$ cat src/design/s5hp_pkg.sv
// s5hp_pkg: shared types and codes for the socks5 handshake parser
// no dependencies; imported by every module of the block
`default_nettype none

package s5hp_pkg;

    // input commands
    localparam logic [1:0] CMD_BYTE  = 2'd0;
    localparam logic [1:0] CMD_CLOSE = 2'd1;
    localparam logic [1:0] CMD_NEW   = 2'd2;

    // result kinds
    localparam logic [1:0] KIND_REPLY = 2'd0;
    localparam logic [1:0] KIND_ADDR  = 2'd1;
    localparam logic [1:0] KIND_DONE  = 2'd2;

    // address type codes on the result side
    localparam logic [1:0] AT_IPV4   = 2'd0;
    localparam logic [1:0] AT_DOMAIN = 2'd1;
    localparam logic [1:0] AT_IPV6   = 2'd2;

    // protocol bytes
    localparam logic [7:0] SOCKS_VER      = 8'h05;
    localparam logic [7:0] METHOD_NOAUTH  = 8'h00;
    localparam logic [7:0] METHOD_NONE    = 8'hFF;
    localparam logic [7:0] REQ_CONNECT    = 8'h01;
    localparam logic [7:0] REQ_RSV        = 8'h00;
    localparam logic [7:0] ATYP_IPV4      = 8'h01;
    localparam logic [7:0] ATYP_DOMAIN    = 8'h03;
    localparam logic [7:0] ATYP_IPV6      = 8'h04;
    localparam logic [7:0] REP_GENERAL    = 8'h01;
    localparam logic [7:0] REP_CMD_UNSUP  = 8'h07;
    localparam logic [7:0] REP_ATYP_UNSUP = 8'h08;

    localparam logic [7:0] IPV4_LEN = 8'd4;
    localparam logic [7:0] IPV6_LEN = 8'd16;

    // error reply is 05 REP 00 01 and six zero bytes
    localparam int FAIL_LEN = 10;
    localparam int IDX_W    = $clog2(FAIL_LEN);

    // default depth of the action queue
    localparam int QUEUE_DEPTH_DEF = 4;

    typedef struct packed {
        logic [1:0] cmd;
        logic [7:0] rx_byte;
    } in_item_t;

    typedef struct packed {
        logic [1:0]  kind;
        logic [7:0]  value;
        logic [1:0]  addr_type;
        logic [15:0] dest_port;
        logic        close_after;
        logic        last;
    } out_item_t;

    // what the front asks the back to emit
    typedef enum logic [2:0] {
        ACT_FAIL,
        ACT_HELLO_OK,
        ACT_HELLO_REJ,
        ACT_ADDR,
        ACT_DONE
    } act_op_t;

    typedef struct packed {
        act_op_t     op;
        logic [7:0]  data;
        logic [1:0]  addr_type;
        logic [15:0] dest_port;
    } action_t;

endpackage

`default_nettype wire

$ cat src/design/s5hp_front.sv
// s5hp_front: byte parser for greeting and request, one action per byte at most
// depends on s5hp_pkg
`default_nettype none

module s5hp_front (
    input  wire logic              aclk,
    input  wire logic              aresetn,
    input  wire logic              s_valid,
    output logic                   s_ready,
    input  wire s5hp_pkg::in_item_t s_item,
    input  wire logic              act_ready,
    output logic                   act_valid,
    output s5hp_pkg::action_t      act
);
    import s5hp_pkg::*;

    typedef enum logic [3:0] {
        PH_GREET_VER,
        PH_GREET_NM,
        PH_METHODS,
        PH_REQ_VER,
        PH_REQ_CMD,
        PH_REQ_RSV,
        PH_REQ_ATYP,
        PH_DOM_LEN,
        PH_ADDR,
        PH_PORT_HI,
        PH_PORT_LO,
        PH_CLOSED
    } phase_t;

    phase_t     phase_reg, phase_next;
    logic       ver_ok_reg, ver_ok_next;
    logic [7:0] methods_left_reg, methods_left_next;
    logic       noauth_reg, noauth_next;
    logic [3:0] fault_reg, fault_next;
    logic [1:0] addr_kind_reg, addr_kind_next;
    logic [7:0] addr_left_reg, addr_left_next;
    logic [7:0] port_hi_reg, port_hi_next;

    logic       accept;
    logic [7:0] b;
    logic [7:0] methods_dec;
    logic [7:0] addr_dec;

    assign s_ready     = act_ready;
    assign accept      = s_valid && s_ready;
    assign b           = s_item.rx_byte;
    assign methods_dec = methods_left_reg - 8'd1;
    assign addr_dec    = addr_left_reg - 8'd1;

    // parse one input item (byte, close or new connection) and decide the action
    always_comb begin
        phase_next        = phase_reg;
        ver_ok_next       = ver_ok_reg;
        methods_left_next = methods_left_reg;
        noauth_next       = noauth_reg;
        fault_next        = fault_reg;
        addr_kind_next    = addr_kind_reg;
        addr_left_next    = addr_left_reg;
        port_hi_next      = port_hi_reg;
        act_valid         = 1'b0;
        act.op            = ACT_FAIL;
        act.data          = REP_GENERAL;
        act.addr_type     = addr_kind_reg;
        act.dest_port     = {port_hi_reg, b};

        if (accept) begin
            case (s_item.cmd)
                CMD_NEW: begin
                    phase_next        = PH_GREET_VER;
                    ver_ok_next       = 1'b0;
                    methods_left_next = '0;
                    noauth_next       = 1'b0;
                    fault_next        = '0;
                    addr_kind_next    = AT_IPV4;
                    addr_left_next    = '0;
                    port_hi_next      = '0;
                end
                CMD_CLOSE: begin
                    if (phase_reg != PH_CLOSED) begin
                        act_valid  = 1'b1;
                        phase_next = PH_CLOSED;
                    end
                end
                CMD_BYTE: begin
                    case (phase_reg)
                        PH_GREET_VER: begin
                            ver_ok_next = (b == SOCKS_VER);
                            phase_next  = PH_GREET_NM;
                        end
                        PH_GREET_NM: begin
                            if (!ver_ok_reg || b == 8'd0) begin
                                act_valid  = 1'b1;
                                phase_next = PH_CLOSED;
                            end else begin
                                methods_left_next = b;
                                noauth_next       = 1'b0;
                                phase_next        = PH_METHODS;
                            end
                        end
                        PH_METHODS: begin
                            methods_left_next = methods_dec;
                            if (b == METHOD_NOAUTH) begin
                                noauth_next = 1'b1;
                            end
                            if (methods_dec == 8'd0) begin
                                act_valid = 1'b1;
                                if (noauth_reg || b == METHOD_NOAUTH) begin
                                    act.op     = ACT_HELLO_OK;
                                    phase_next = PH_REQ_VER;
                                end else begin
                                    act.op     = ACT_HELLO_REJ;
                                    phase_next = PH_CLOSED;
                                end
                            end
                        end
                        PH_REQ_VER: begin
                            fault_next = (b != SOCKS_VER) ? REP_GENERAL[3:0] : 4'd0;
                            phase_next = PH_REQ_CMD;
                        end
                        PH_REQ_CMD: begin
                            if (fault_reg == 4'd0 && b != REQ_CONNECT) begin
                                fault_next = REP_CMD_UNSUP[3:0];
                            end
                            phase_next = PH_REQ_RSV;
                        end
                        PH_REQ_RSV: begin
                            if (fault_reg == 4'd0 && b != REQ_RSV) begin
                                fault_next = REP_GENERAL[3:0];
                            end
                            phase_next = PH_REQ_ATYP;
                        end
                        PH_REQ_ATYP: begin
                            if (fault_reg != 4'd0) begin
                                act_valid  = 1'b1;
                                act.data   = {4'd0, fault_reg};
                                phase_next = PH_CLOSED;
                            end else if (b == ATYP_IPV4) begin
                                addr_kind_next = AT_IPV4;
                                addr_left_next = IPV4_LEN;
                                phase_next     = PH_ADDR;
                            end else if (b == ATYP_IPV6) begin
                                addr_kind_next = AT_IPV6;
                                addr_left_next = IPV6_LEN;
                                phase_next     = PH_ADDR;
                            end else if (b == ATYP_DOMAIN) begin
                                addr_kind_next = AT_DOMAIN;
                                phase_next     = PH_DOM_LEN;
                            end else begin
                                act_valid  = 1'b1;
                                act.data   = REP_ATYP_UNSUP;
                                phase_next = PH_CLOSED;
                            end
                        end
                        PH_DOM_LEN: begin
                            addr_left_next = b;
                            phase_next     = (b == 8'd0) ? PH_PORT_HI : PH_ADDR;
                        end
                        PH_ADDR: begin
                            act_valid      = 1'b1;
                            act.op         = ACT_ADDR;
                            act.data       = b;
                            addr_left_next = addr_dec;
                            if (addr_dec == 8'd0) begin
                                phase_next = PH_PORT_HI;
                            end
                        end
                        PH_PORT_HI: begin
                            port_hi_next = b;
                            phase_next   = PH_PORT_LO;
                        end
                        PH_PORT_LO: begin
                            act_valid  = 1'b1;
                            act.op     = ACT_DONE;
                            act.data   = 8'd0;
                            phase_next = PH_REQ_VER;
                        end
                        default: begin
                            // closed: bytes are dropped
                        end
                    endcase
                end
                default: begin
                    // unused command code
                end
            endcase
        end
    end

    // parser state
    always_ff @(posedge aclk) begin
        if (!aresetn) begin
            phase_reg        <= PH_GREET_VER;
            ver_ok_reg       <= 1'b0;
            methods_left_reg <= '0;
            noauth_reg       <= 1'b0;
            fault_reg        <= '0;
            addr_kind_reg    <= AT_IPV4;
            addr_left_reg    <= '0;
            port_hi_reg      <= '0;
        end else begin
            phase_reg        <= phase_next;
            ver_ok_reg       <= ver_ok_next;
            methods_left_reg <= methods_left_next;
            noauth_reg       <= noauth_next;
            fault_reg        <= fault_next;
            addr_kind_reg    <= addr_kind_next;
            addr_left_reg    <= addr_left_next;
            port_hi_reg      <= port_hi_next;
        end
    end

endmodule

`default_nettype wire

$ cat src/design/s5hp_queue.sv
// s5hp_queue: small fifo of actions between parser and reply generator
// depends on s5hp_pkg
`default_nettype none

module s5hp_queue #(
    parameter int DEPTH = s5hp_pkg::QUEUE_DEPTH_DEF
) (
    input  wire logic               aclk,
    input  wire logic               aresetn,
    input  wire logic               push,
    input  wire s5hp_pkg::action_t  push_data,
    output logic                    not_full,
    input  wire logic               pop,
    output logic                    not_empty,
    output s5hp_pkg::action_t       head
);
    import s5hp_pkg::*;

    localparam int PTR_W = (DEPTH > 1) ? $clog2(DEPTH) : 1;
    localparam int CNT_W = $clog2(DEPTH + 1);

    action_t            mem [DEPTH];
    logic [PTR_W-1:0]   wr_ptr_reg, rd_ptr_reg;
    logic [CNT_W-1:0]   count_reg;
    logic               do_push, do_pop;

    assign not_full  = (count_reg != CNT_W'(DEPTH));
    assign not_empty = (count_reg != '0);
    assign do_push   = push && not_full;
    assign do_pop    = pop && not_empty;
    assign head      = mem[rd_ptr_reg];

    // storage
    always_ff @(posedge aclk) begin
        if (do_push) begin
            mem[wr_ptr_reg] <= push_data;
        end
    end

    // pointers and fill count
    always_ff @(posedge aclk) begin
        if (!aresetn) begin
            wr_ptr_reg <= '0;
            rd_ptr_reg <= '0;
            count_reg  <= '0;
        end else begin
            if (do_push) begin
                wr_ptr_reg <= (wr_ptr_reg == PTR_W'(DEPTH - 1)) ? '0 : wr_ptr_reg + 1'b1;
            end
            if (do_pop) begin
                rd_ptr_reg <= (rd_ptr_reg == PTR_W'(DEPTH - 1)) ? '0 : rd_ptr_reg + 1'b1;
            end
            if (do_push && !do_pop) begin
                count_reg <= count_reg + 1'b1;
            end else if (do_pop && !do_push) begin
                count_reg <= count_reg - 1'b1;
            end
        end
    end

endmodule

`default_nettype wire

$ cat src/design/s5hp_back.sv
// s5hp_back: expands queued actions into result items, one per cycle while an action is queued and m_ready allows
// depends on s5hp_pkg
`default_nettype none

module s5hp_back (
    input  wire logic              aclk,
    input  wire logic              aresetn,
    input  wire logic              head_valid,
    input  wire s5hp_pkg::action_t head,
    output logic                   pop,
    output logic                   m_valid,
    input  wire logic              m_ready,
    output s5hp_pkg::out_item_t    m_item
);
    import s5hp_pkg::*;

    logic [IDX_W-1:0] idx_reg;
    logic             m_valid_reg;
    out_item_t        m_item_reg;
    out_item_t        item;
    logic             load;

    assign load    = head_valid && (!m_valid_reg || m_ready);
    assign pop     = load && item.last;
    assign m_valid = m_valid_reg;
    assign m_item  = m_item_reg;

    // build the item at the current byte index of the head action
    always_comb begin
        item.kind        = KIND_REPLY;
        item.value       = 8'd0;
        item.addr_type   = AT_IPV4;
        item.dest_port   = 16'd0;
        item.close_after = 1'b0;
        item.last        = 1'b1;
        case (head.op)
            ACT_FAIL: begin
                item.close_after = 1'b1;
                item.last        = (idx_reg == IDX_W'(FAIL_LEN - 1));
                case (idx_reg)
                    IDX_W'(0): item.value = SOCKS_VER;
                    IDX_W'(1): item.value = head.data;
                    IDX_W'(3): item.value = ATYP_IPV4;
                    default:   item.value = 8'd0;
                endcase
            end
            ACT_HELLO_OK: begin
                item.value = (idx_reg == '0) ? SOCKS_VER : METHOD_NOAUTH;
                item.last  = (idx_reg != '0);
            end
            ACT_HELLO_REJ: begin
                item.value       = (idx_reg == '0) ? SOCKS_VER : METHOD_NONE;
                item.last        = (idx_reg != '0);
                item.close_after = 1'b1;
            end
            ACT_ADDR: begin
                item.kind      = KIND_ADDR;
                item.value     = head.data;
                item.addr_type = head.addr_type;
            end
            ACT_DONE: begin
                item.kind      = KIND_DONE;
                item.addr_type = head.addr_type;
                item.dest_port = head.dest_port;
            end
            default: begin
                item.last = 1'b1;
            end
        endcase
    end

    // byte index and output register
    always_ff @(posedge aclk) begin
        if (!aresetn) begin
            idx_reg     <= '0;
            m_valid_reg <= 1'b0;
        end else begin
            if (load) begin
                m_valid_reg <= 1'b1;
                idx_reg     <= item.last ? '0 : idx_reg + 1'b1;
            end else if (m_ready) begin
                m_valid_reg <= 1'b0;
            end
        end
    end

    always_ff @(posedge aclk) begin
        if (load) begin
            m_item_reg <= item;
        end
    end

endmodule

`default_nettype wire

$ cat src/design/socks5_handshake_parser.sv
// socks5_handshake_parser: server side socks5 greeting and request parser
// an accepted byte's action is written into the action queue and then loaded into the
// s5hp_back output register; throughput: one input byte per cycle while the queue is not
// full; results leave at one per cycle while m_ready allows; an error reply holds the queue
// head for its ten bytes and stalls input once QUEUE_DEPTH fill
// reset: aresetn synchronous active low, returns to awaiting a greeting
`default_nettype none

module socks5_handshake_parser #(
    parameter int QUEUE_DEPTH = s5hp_pkg::QUEUE_DEPTH_DEF
) (
    input  wire logic               aclk,
    input  wire logic               aresetn,
    input  wire logic               s_valid,
    output logic                    s_ready,
    input  wire s5hp_pkg::in_item_t s_item,
    output logic                    m_valid,
    input  wire logic               m_ready,
    output s5hp_pkg::out_item_t     m_item
);
    import s5hp_pkg::*;

    action_t act, head;
    logic    act_valid, q_not_full, q_not_empty, pop;

    // parser
    s5hp_front u_front (
        .aclk      (aclk),
        .aresetn   (aresetn),
        .s_valid   (s_valid),
        .s_ready   (s_ready),
        .s_item    (s_item),
        .act_ready (q_not_full),
        .act_valid (act_valid),
        .act       (act)
    );

    // action queue
    s5hp_queue #(
        .DEPTH (QUEUE_DEPTH)
    ) u_queue (
        .aclk      (aclk),
        .aresetn   (aresetn),
        .push      (act_valid),
        .push_data (act),
        .not_full  (q_not_full),
        .pop       (pop),
        .not_empty (q_not_empty),
        .head      (head)
    );

    // reply generator
    s5hp_back u_back (
        .aclk       (aclk),
        .aresetn    (aresetn),
        .head_valid (q_not_empty),
        .head       (head),
        .pop        (pop),
        .m_valid    (m_valid),
        .m_ready    (m_ready),
        .m_item     (m_item)
    );

endmodule

`default_nettype wire

$ cat config.mk
export PLATFORM = sky130hd
export DESIGN_NAME = socks5_handshake_parser
export DESIGN_NICKNAME = d
export VERILOG_FILES = /design/src/design/s5hp_pkg.sv /design/src/design/s5hp_front.sv /design/src/design/s5hp_queue.sv /design/src/design/s5hp_back.sv /design/src/design/socks5_handshake_parser.sv
export SDC_FILE = /design/constraint.sdc
export NUM_CORES = 1
export LEC_CHECK = 0
export BUFFER_PORTS_ARGS = -buffer_cell sky130_fd_sc_hd__buf_2
export CAP_MARGIN = 25
export CORE_UTILIZATION = 60
export DETAILED_ROUTE_END_ITERATION = 12
export GPL_ROUTABILITY_DRIVEN = 1
export MAX_ROUTING_LAYER = met4
export PLACE_DENSITY_LB_ADDON = 0.2
export SLEW_MARGIN = 20
export SYNTH_ARGS = -nofsm -noshare
export SYNTH_HDL_FRONTEND = slang
export SYNTH_HIERARCHICAL = 1
export SYNTH_SLANG_ARGS = --single-unit
$ cat constraint.sdc
create_clock -name aclk -period 4.3 [get_ports aclk]
set_input_delay 0.645 -clock aclk [delete_from_list [all_inputs] [get_ports aclk]]
set_output_delay 0.645 -clock aclk [all_outputs]
set_load 0.01 [all_outputs]
==> run_results.csv, run 1 <==
group,metric,value,unit
sta,min_period_over_period,0.902,
route,first_iter_violations,677,
synthesis,synth_top_family_by_area,"simple AND/OR/NAND/NOR gates",
run,maxCapViolCount,0,
power_and_ir_drop,clkPwrFrac,0.361,
worst_setup_path,crit_required,4.65,ns
grt,grt_use_total,0.285,
sta,fin_tns_setup,0,ns
sta,hold_violations,0,
sta,hold_ws,0.493,ns
worst_setup_path,cp-end-kind,"flop",
synthesis,synth_fa_ha_area_frac,0.0207,
floorplanning,die_w,123,µm
synthesis,yosysUniqueCellTypes,75,
cells_and_area,multi_input_area,0.00313,mm²
clock_tree,clk_pin_slew,0.07,ns
worst_setup_path,crit_fanout,8,
power_and_ir_drop,seq_power_share,0.529,
run_status,status,"complete, no violations",
route,vias,5915,
cells_and_area,largest_reg_flops,116,
power_and_ir_drop,p_int,3.07,mW
clock_tree,clkLatencyLatePin,0.43,ns
synthesis,syn_area_per_cell,12.6,µm²
route,postRouteAntennaNets,0,
floorplanning,rows,43,
clock_tree,cts_resized,0,
synthesis,yosys_warnings,6,
grt,antenna_found_initial,0,
grt,grt_pass1_wl,30600,µm
floorplanning,coreArea,0.0141,mm²
cells_and_area,fin_cells,919,
cells_and_area,num_antenna_cells,0,
synthesis,synthesis.nets,728,
worst_setup_path,cp.buffers_inverters,2,
worst_setup_path,rrSetupSlack,0.42,ns
worst_setup_path,max_stage_delay,0.50,ns
route,dr.pass1.iters,5,
sta,finalMaxSlewViolations,0,
synthesis,synthArstFlopShare,0,
placement,dpl_worst_slack,0.454,ns
route,totalWireLength,19700,µm
sta,finClkSkew,0.0102,ns
synthesis,synth-xor-area-share,0.0119,
cells_and_area,synthToLayoutAreaGrowth,9.55,%
floorplanning,die_h,123,µm
synthesis,ys_seq_elements,194,
placement,gp_congestion,0.975,
power_and_ir_drop,peakVddDrop,288,µV
sta,finalCriticalPeriod,3.88,ns
clock_tree,clock_path_buffers,2,
cells_and_area,drive_gt1_frac,0.192,
placement,dp_cells,887,
route,wl_per_cell,21.4,µm
power_and_ir_drop,power_density,421,mW/mm²
cells_and_area,nFillCells,1005,
sta,worst_slew_pin_slew,0.852,ns
sta,maxSlewHeadroom,0.430,
placement,placement.io_buffers,45,
clock_tree,cts_root_buffer,"clkbuf_16",
worst_setup_path,critical_path_class,"flop to flop",
route,dr_wl_met3,1290,µm
floorplanning,ios,46,
sta,setup_viol,0,
sta,fin_ws,0.421,ns
floorplanning,die_area,0.0152,mm²
worst_setup_path,path_cells,"inv_1, ha_1, nor3b_1, xnor2_1, nand3_1, or3b_2, a31oi_1, and2_4, ha_1, inv_1, fa_1, xor2_1, or3_2, a21boi_0",
worst_setup_path,critPathSlowestCell,"or3b_2",
clock_tree,h-tree-depth,4,
clock_tree,cts_buffers,17,
synthesis,seq_area_frac_synth,0.606,
route,via_per_inst,6.44,
clock_tree,cts_tree,"done",
power_and_ir_drop,combPwrFrac,0.110,
synthesis,synth_edf_count,146,
placement,dp_hpwl,13100,µm
synthesis,synthFlopType,"edfxtp_1",
hold_path,hold_class,"flop to flop",
sta,rsz0062_at_grt,"false",
route,m1WireLength,8200,µm
clock_tree,cts_sinks,194,
cells_and_area,layout.nets,754,
grt,grt_max_degree,38,
synthesis,muxShareOfSynthArea,0.0843,
power_and_ir_drop,p_leak,3.42,nW
synthesis,syn-instance-count,700,
clock_tree,postCtsHoldBufs,0,
worst_setup_path,crit_family,"simple AND/OR/NAND/NOR gates",
power_and_ir_drop,swShare,0.244,
floorplanning,initial_core_util,0.626,
grt,grt_pass1_vias,5558,
cells_and_area,register_area,0.00535,mm²
grt,gr-total-overflow,0,
clock_tree,cts_setup_buffers,0,
worst_setup_path,crit_path_start_kind,"flop",
power_and_ir_drop,power.switching,0.992,mW
synthesis,synth_compound_area_frac,0.0843,
synthesis,syn_area,0.00882,mm²
sta,fmax,258,MHz
route,routed-wl-met2,9760,µm
synthesis,synth-simple-area-share,0.154,
route,top_layer_used,"met4",
route,drc_errors,0,
worst_setup_path,worstPathArrival,4.23,ns
[area by class of cell]
type                       count  share of cell area
sequential                   194               0.553
clock buffer                  22              0.0492
clock inverter                10             0.00751
timing repair buffer          60              0.0350
inverter                      19             0.00738
tap                          180              0.0233
multi-input combinational    434               0.324
[Yosys cell counts (9+ instances only)]
cell type  count  area share
buf_4         11      0.0094
clkbuf_1      32       0.014
a21oi_1       37       0.021
and3_1        21       0.015
edfxtp_1     146        0.50
o21ai_0       21       0.012
nand2_1       72       0.031
dfxtp_1       48        0.11
mux4_2        29       0.074
nand3_1       31       0.018
nor3_1        14      0.0079
ha_1          13       0.018
nor2_1        40       0.017
mux2i_1        9       0.010
inv_1         18      0.0077
or3_1         12      0.0085
[per-stage QoR]
stage,utilization,total power [mW],instance area [µm²]
2_1_floorplan,-,2.48,8820
3_3_place_gp,0.646,2.62,9110
3_5_place_dp,0.646,2.64,9110
4_1_cts,0.685,4.09,9660
5_1_grt,0.685,4.23,9660
6_report,0.685,4.06,9660
[cell families (layout without fill, tap and decap cells)]
group / count (synthesis) / after routing
XOR/XNOR: 12 / 12
buffers and inverters: 72 / 111
flip-flops: 194 / 194
adder cells (fa/ha/maj): 14 / 14
AO/OA/AOI/OAI: 113 / 113
AND/OR/NAND/NOR: 257 / 257
multiplexers: 38 / 38
[layout by cell type, fill, tap and decap left out, types with 14 or more instances in the layout]
| master | instances |
|---|---|
| clkbuf_16 | 18 |
| edfxtp_1 | 146 |
| o21ai_0 | 21 |
| buf_4 | 15 |
| a21oi_1 | 37 |
| nor2_1 | 40 |
| mux4_2 | 29 |
| buf_2 | 45 |
| nand3_1 | 31 |
| dfxtp_1 | 47 |
| and3_1 | 21 |
| inv_1 | 18 |
| nor3_1 | 14 |
| nand2_1 | 72 |
[worst register-to-register path, cell delays in order, from the launching register on]
cell	delay [ns]
dfxtp_1	0.46
inv_1	0.10
ha_1	0.27
nor3b_1	0.17
xnor2_1	0.24
nand3_1	0.10
or3b_2	0.50
a31oi_1	0.38
and2_4	0.25
ha_1	0.18
inv_1	0.06
fa_1	0.37
xor2_1	0.18
or3_2	0.40
a21boi_0	0.16
[path summary, 6_finish.rpt]
| check | from | endpoint | depth (start not counted) |
|---|---|---|---|
| setup / recovery | u_front/methods_left_reg[0]$_SDFFE_PN0P_ | u_queue/count_reg[2]$_SDFFE_PN0P_ | 14 |
| hold / removal | u_front/methods_left_reg[7]$_SDFFE_PN0P_ | u_front/methods_left_reg[7]$_SDFFE_PN0P_ | 2 |
| setup reg to reg | u_front/methods_left_reg[0]$_SDFFE_PN0P_ | u_queue/count_reg[2]$_SDFFE_PN0P_ | 14 |
| hold reg to reg | u_front/methods_left_reg[7]$_SDFFE_PN0P_ | u_front/methods_left_reg[7]$_SDFFE_PN0P_ | 2 |
[routing by layer]
metal | global-route usage | up-vias
met1 | 0.375 | 2915
met2 | 0.442 | 271
li1 | - | 2692
met4 | 0.112 | 0
met3 | 0.0521 | 37
met5 | - | -
[power groups by stage]
stage	Combinational (mW)	Clock, mW	Sequential (mW)
5_1_grt	0.493	1.58	2.16
3_3_place_gp	0.434	0	2.19
6_report	0.447	1.47	2.15
3_5_place_dp	0.445	0	2.19
2_1_floorplan	0.267	0	2.22
4_1_cts	0.449	1.50	2.15
Note: power is estimated with default switching activity, not from simulation.
==> run 2, diff against run 1 <==
CTS_BUF_LIST = sky130_fd_sc_hd__clkbuf_2 sky130_fd_sc_hd__clkbuf_4 sky130_fd_sc_hd__clkbuf_8   (was unset)
==> run_results.csv, run 2 (synthesis gave the netlist of run 1 again) <==
group,metric,value,unit
sta,worst_slew_pin_slew,0.838,ns
worst_setup_path,reg2reg_depth,14,
clock_tree,cts_tree,"done",
worst_setup_path,critPathLaunch,"u_front/methods_left_reg[0]$_SDFFE_PN0P_",
cells_and_area,multi_input_area,0.00313,mm²
route,postRouteAntennaNets,0,
cells_and_area,fin_util,0.673,
sta,finalCriticalPeriod,3.89,ns
clock_tree,clk_pin_slew,0.10,ns
worst_setup_path,crit_fanout,8,
sta,fin_tns_setup,0,ns
worst_setup_path,r2r_start,"u_front/methods_left_reg[0]$_SDFFE_PN0P_",
sta,min_period_over_period,0.904,
cells_and_area,register_area,0.00535,mm²
power_and_ir_drop,power_density,391,mW/mm²
cells_and_area,drive_gt1_frac,0.196,
power_and_ir_drop,clkPwrFrac,0.301,
cells_and_area,layout.nets,754,
grt,gr-total-overflow,0,
floorplanning,rows,43,
route,wl_per_cell,21.0,µm
cells_and_area,final_cell_mix,"146 x edfxtp_1, 72 x nand2_1, 47 x dfxtp_1",
route,totalWireLength,19300,µm
placement,dpl_worst_slack,0.454,ns
cells_and_area,final_common_cell,"edfxtp_1",
cells_and_area,largest_reg_flops,116,
route,first_iter_violations,601,
floorplanning,initial_core_util,0.626,
floorplanning,ios,46,
power_and_ir_drop,combPwrFrac,0.120,
worst_setup_path,worstPathArrival,4.28,ns
grt,grt_max_degree,38,
power_and_ir_drop,seq_power_share,0.578,
cells_and_area,num_antenna_cells,0,
placement,dp_hpwl,13100,µm
clock_tree,cts_root_buffer,"clkbuf_8",
floorplanning,coreArea,0.0141,mm²
route,via_per_inst,6.36,
worst_setup_path,crit_path_start_kind,"flop",
sta,maxSlewHeadroom,0.440,
power_and_ir_drop,p_int,2.77,mW
grt,antenna_found_initial,0,
power_and_ir_drop,p_leak,3.34,nW
clock_tree,clkLatencyLatePin,0.46,ns
sta,fmax,257,MHz
hold_path,min_path_cells,2,
grt,grt_pass1_vias,5625,
route,vias,5847,
run_status,status,"complete, no violations",
power_and_ir_drop,total_power,3.71,mW
clock_tree,cts_resized,0,
route,drc_errors,0,
worst_setup_path,critical_path_class,"flop to flop",
cells_and_area,nFillCells,1038,
floorplanning,die_w,123,µm
grt,grt_pass1_wl,30200,µm
clock_tree,cts_sinks,194,
placement,placement.io_buffers,45,
clock_tree,clock_path_buffers,2,
sta,fin_ws,0.412,ns
route,dr.pass1.iters,5,
power_and_ir_drop,swShare,0.253,
hold_path,hold_class,"flop to flop",
power_and_ir_drop,power.switching,0.938,mW
sta,setup_viol,0,
clock_tree,postCtsHoldBufs,0,
cells_and_area,synthToLayoutAreaGrowth,7.56,%
sta,finalMaxSlewViolations,0,
floorplanning,die_h,123,µm
clock_tree,cts_buffers,17,
power_and_ir_drop,peakVddDrop,195,µV
hold_path,hp-start,"u_front/methods_left_reg[7]$_SDFFE_PN0P_",
sta,hold_violations,0,
worst_setup_path,cp-end-kind,"flop",
floorplanning,die_area,0.0152,mm²
clock_tree,h-tree-depth,4,
sta,hold_ws,0.493,ns
sta,rsz0062_at_grt,"false",
run,maxCapViolCount,0,
grt,grt_use_total,0.279,
worst_setup_path,crit_required,4.69,ns
placement,gp_congestion,0.975,
sta,finClkSkew,0.0124,ns
clock_tree,cts_setup_buffers,0,
[run 2: cell count changes in the layout (fill, tap and decap cells not counted)]
cell,previous run,this run
clkbuf_8,1,18
clkbuf_1,3,0
clkbuf_4,0,3
clkbuf_16,18,0
bufinv_16,0,1
[run 2: through the flow]
stage	std cells	cell area [µm²]
after floorplan	700	8820
after global placement	887	9110
after detailed placement	887	9110
after CTS	919	9480
after global routing	919	9480
final	919	9480
[run 2: worst max-delay path, stage by stage (launching register included)]
cell      delay (ns)
dfxtp_1         0.46
inv_1           0.10
ha_1            0.27
nor3b_1         0.17
xnor2_1         0.24
nand3_1         0.10
or3b_2          0.50
a31oi_1         0.38
and2_4          0.25
ha_1            0.18
inv_1           0.06
fa_1            0.37
xor2_1          0.17
or3_2           0.40
a21boi_0        0.16
[run 2: final timing paths]
| check | end | slack [ns] |
|---|---|---|
| worst max-delay path | u_queue/count_reg[2]$_SDFFE_PN0P_ | 0.41 |
| worst min-delay path | u_front/methods_left_reg[7]$_SDFFE_PN0P_ | 0.49 |
| worst max register to register | u_queue/count_reg[2]$_SDFFE_PN0P_ | 0.41 |
| worst min register to register | u_front/methods_left_reg[7]$_SDFFE_PN0P_ | 0.49 |
[run 2: layout make-up]
cell class,count,share of cell area
Clock inverter,11,0.0108
Timing Repair Buffer,60,0.0356
Multi-Input combinational cell,434,0.330
Sequential cell,194,0.564
Inverter,19,0.00752
Tap cell,180,0.0237
Clock buffer,21,0.0285
[run 2: layer usage]
layer | GRT usage | wire length (µm) | vias up
li1 | - | - | 2685
met1 | 0.358 | 8140 | 2906
met2 | 0.436 | 9570 | 213
met3 | 0.0480 | 1060 | 43
met4 | 0.127 | 490 | 0
met5 | - | 0 | -
[run 2: power groups by stage]
stage / clock (mW) / combinational (mW) / sequential [mW]
floorplan: 0 / 0.267 / 2.22
global placement: 0 / 0.434 / 2.19
CTS: 1.14 / 0.447 / 2.15
detailed placement: 0 / 0.445 / 2.19
finish: 1.12 / 0.447 / 2.15
global route: 1.22 / 0.492 / 2.16
==> run 3, diff against run 2 <==
CTS_BUF_LIST = sky130_fd_sc_hd__clkbuf_8   (was sky130_fd_sc_hd__clkbuf_2 sky130_fd_sc_hd__clkbuf_4 sky130_fd_sc_hd__clkbuf_8)
==> run_results.csv, run 3 (synthesis gave the netlist of run 1 again) <==
group,metric,value,unit
worst_setup_path,r2r_start,"u_front/methods_left_reg[0]$_SDFFE_PN0P_",
worst_setup_path,rrSetupSlack,0.42,ns
clock_tree,cts_setup_buffers,0,
grt,gr-total-overflow,0,
sta,fin_tns_setup,0,ns
sta,rsz0062_at_grt,"false",
sta,finalMaxSlewViolations,0,
sta,setup_viol,0,
grt,grt_pass1_vias,5644,
cells_and_area,num_antenna_cells,0,
clock_tree,h-tree-depth,4,
route,drc_errors,0,
cells_and_area,final_common_cell,"edfxtp_1",
power_and_ir_drop,peakVddDrop,194,µV
cells_and_area,final_cell_mix,"146 x edfxtp_1, 72 x nand2_1, 47 x dfxtp_1",
worst_setup_path,cp-end-kind,"flop",
route,totalWireLength,19300,µm
grt,grt_use_total,0.279,
sta,fmax,257,MHz
hold_path,hp-start,"u_front/methods_left_reg[7]$_SDFFE_PN0P_",
placement,dp_hpwl,13100,µm
route,vias,5842,
clock_tree,cts_resized,0,
worst_setup_path,crit_fanout,8,
clock_tree,cts_buffers,17,
sta,hold_violations,0,
worst_setup_path,crit_path_start_kind,"flop",
grt,grt_pass1_wl,30200,µm
worst_setup_path,crit_end,"u_queue/count_reg[2]$_SDFFE_PN0P_",
grt,grt_max_degree,38,
worst_setup_path,reg2reg_depth,14,
floorplanning,ios,46,
cells_and_area,largest_reg_flops,116,
route,wl_per_cell,20.9,µm
cells_and_area,layout.nets,754,
clock_tree,cts_tree,"done",
floorplanning,die_h,123,µm
sta,finalCriticalPeriod,3.88,ns
worst_setup_path,crit_required,4.69,ns
sta,min_period_over_period,0.903,
sta,worst_slew_pin_slew,0.826,ns
sta,maxSlewHeadroom,0.447,
route,dr.pass1.iters,6,
clock_tree,cts_root_buffer,"clkbuf_8",
run_status,status,"complete, no violations",
worst_setup_path,critPathLaunch,"u_front/methods_left_reg[0]$_SDFFE_PN0P_",
floorplanning,coreArea,0.0141,mm²
run,maxCapViolCount,0,
hold_path,hold_class,"flop to flop",
route,first_iter_violations,589,
grt,antenna_found_initial,0,
floorplanning,rows,43,
route,via_per_inst,6.36,
route,postRouteAntennaNets,0,
clock_tree,cts_sinks,194,
power_and_ir_drop,p_leak,3.35,nW
clock_tree,postCtsHoldBufs,0,
clock_tree,clock_path_buffers,2,
placement,placement.io_buffers,45,
cells_and_area,synthToLayoutAreaGrowth,7.44,%
floorplanning,initial_core_util,0.626,
sta,finClkSkew,0.0116,ns
floorplanning,die_area,0.0152,mm²
power_and_ir_drop,power_density,389,mW/mm²
clock_tree,clkLatencyLatePin,0.46,ns
placement,gp_congestion,0.975,
placement,place_area,0.00911,mm²
worst_setup_path,worstPathArrival,4.27,ns
cells_and_area,stdcell_area,0.00947,mm²
clock_tree,clk_pin_slew,0.10,ns
cells_and_area,drive_gt1_frac,0.192,
floorplanning,die_w,123,µm
worst_setup_path,reg2reg_to,"u_queue/count_reg[2]$_SDFFE_PN0P_",
worst_setup_path,critical_path_class,"flop to flop",
run 3: worst min path at each step:
stage / to / cells past startpoint
floorplan: u_front/methods_left_reg[7]$_SDFFE_PN0P_ / 2
global placement: u_front/fault_reg[0]$_SDFFE_PN0P_ / 2
detailed placement: u_front/methods_left_reg[7]$_SDFFE_PN0P_ / 2
CTS: u_back/m_valid$_SDFFE_PN0P_ / 3
global route: u_back/m_valid$_SDFFE_PN0P_ / 3
finish: u_front/methods_left_reg[7]$_SDFFE_PN0P_ / 2
run 3: cell type report:
class                      instances  area [µm²]
timing repair buffer              60         338
sequential                       194        5350
clock inverter                    14         114
clock buffer                      18         248
inverter                          19        71.3
tap                              180         225
fill                            1037        4620
multi-input combinational        434        3130
run 3: layer usage:
layer / GRT usage / vias up / wire length, µm
met4: 0.129 / 0 / 463
met5: - / - / 0
met2: 0.437 / 224 / 9510
met1: 0.357 / 2897 / 8130
li1: - / 2685 / -
met3: 0.0484 / 36 / 1150
run 3: critical path, stage by stage, from the launching register on:
cell and delay, ns:
dfxtp_1 0.46, inv_1 0.10, ha_1 0.27, nor3b_1 0.17
xnor2_1 0.24, nand3_1 0.10, or3b_2 0.50, a31oi_1 0.39
and2_4 0.25, ha_1 0.18, inv_1 0.06, fa_1 0.37
xor2_1 0.17, or3_2 0.40, a21boi_0 0.16
run 3: metrics by stage:
step	hold WS, ns	setup slack (ns)	cells	total power [mW]	util
2_1_floorplan	0.445	0.766	700	2.48	-
3_3_place_gp	0.469	0.540	887	2.62	0.646
3_5_place_dp	0.483	0.454	887	2.64	0.646
4_1_cts	0.474	0.418	919	3.71	0.672
5_1_grt	0.505	0.209	919	3.85	0.672
6_report	0.494	0.416	919	3.68	0.672
run 3: power by group:
part	internal, mW	switching, mW	leakage, nW	total [mW]
clock network	0.473	0.618	0.193	1.09
registers	2.11	0.0349	1.78	2.15
logic	0.162	0.284	1.38	0.446
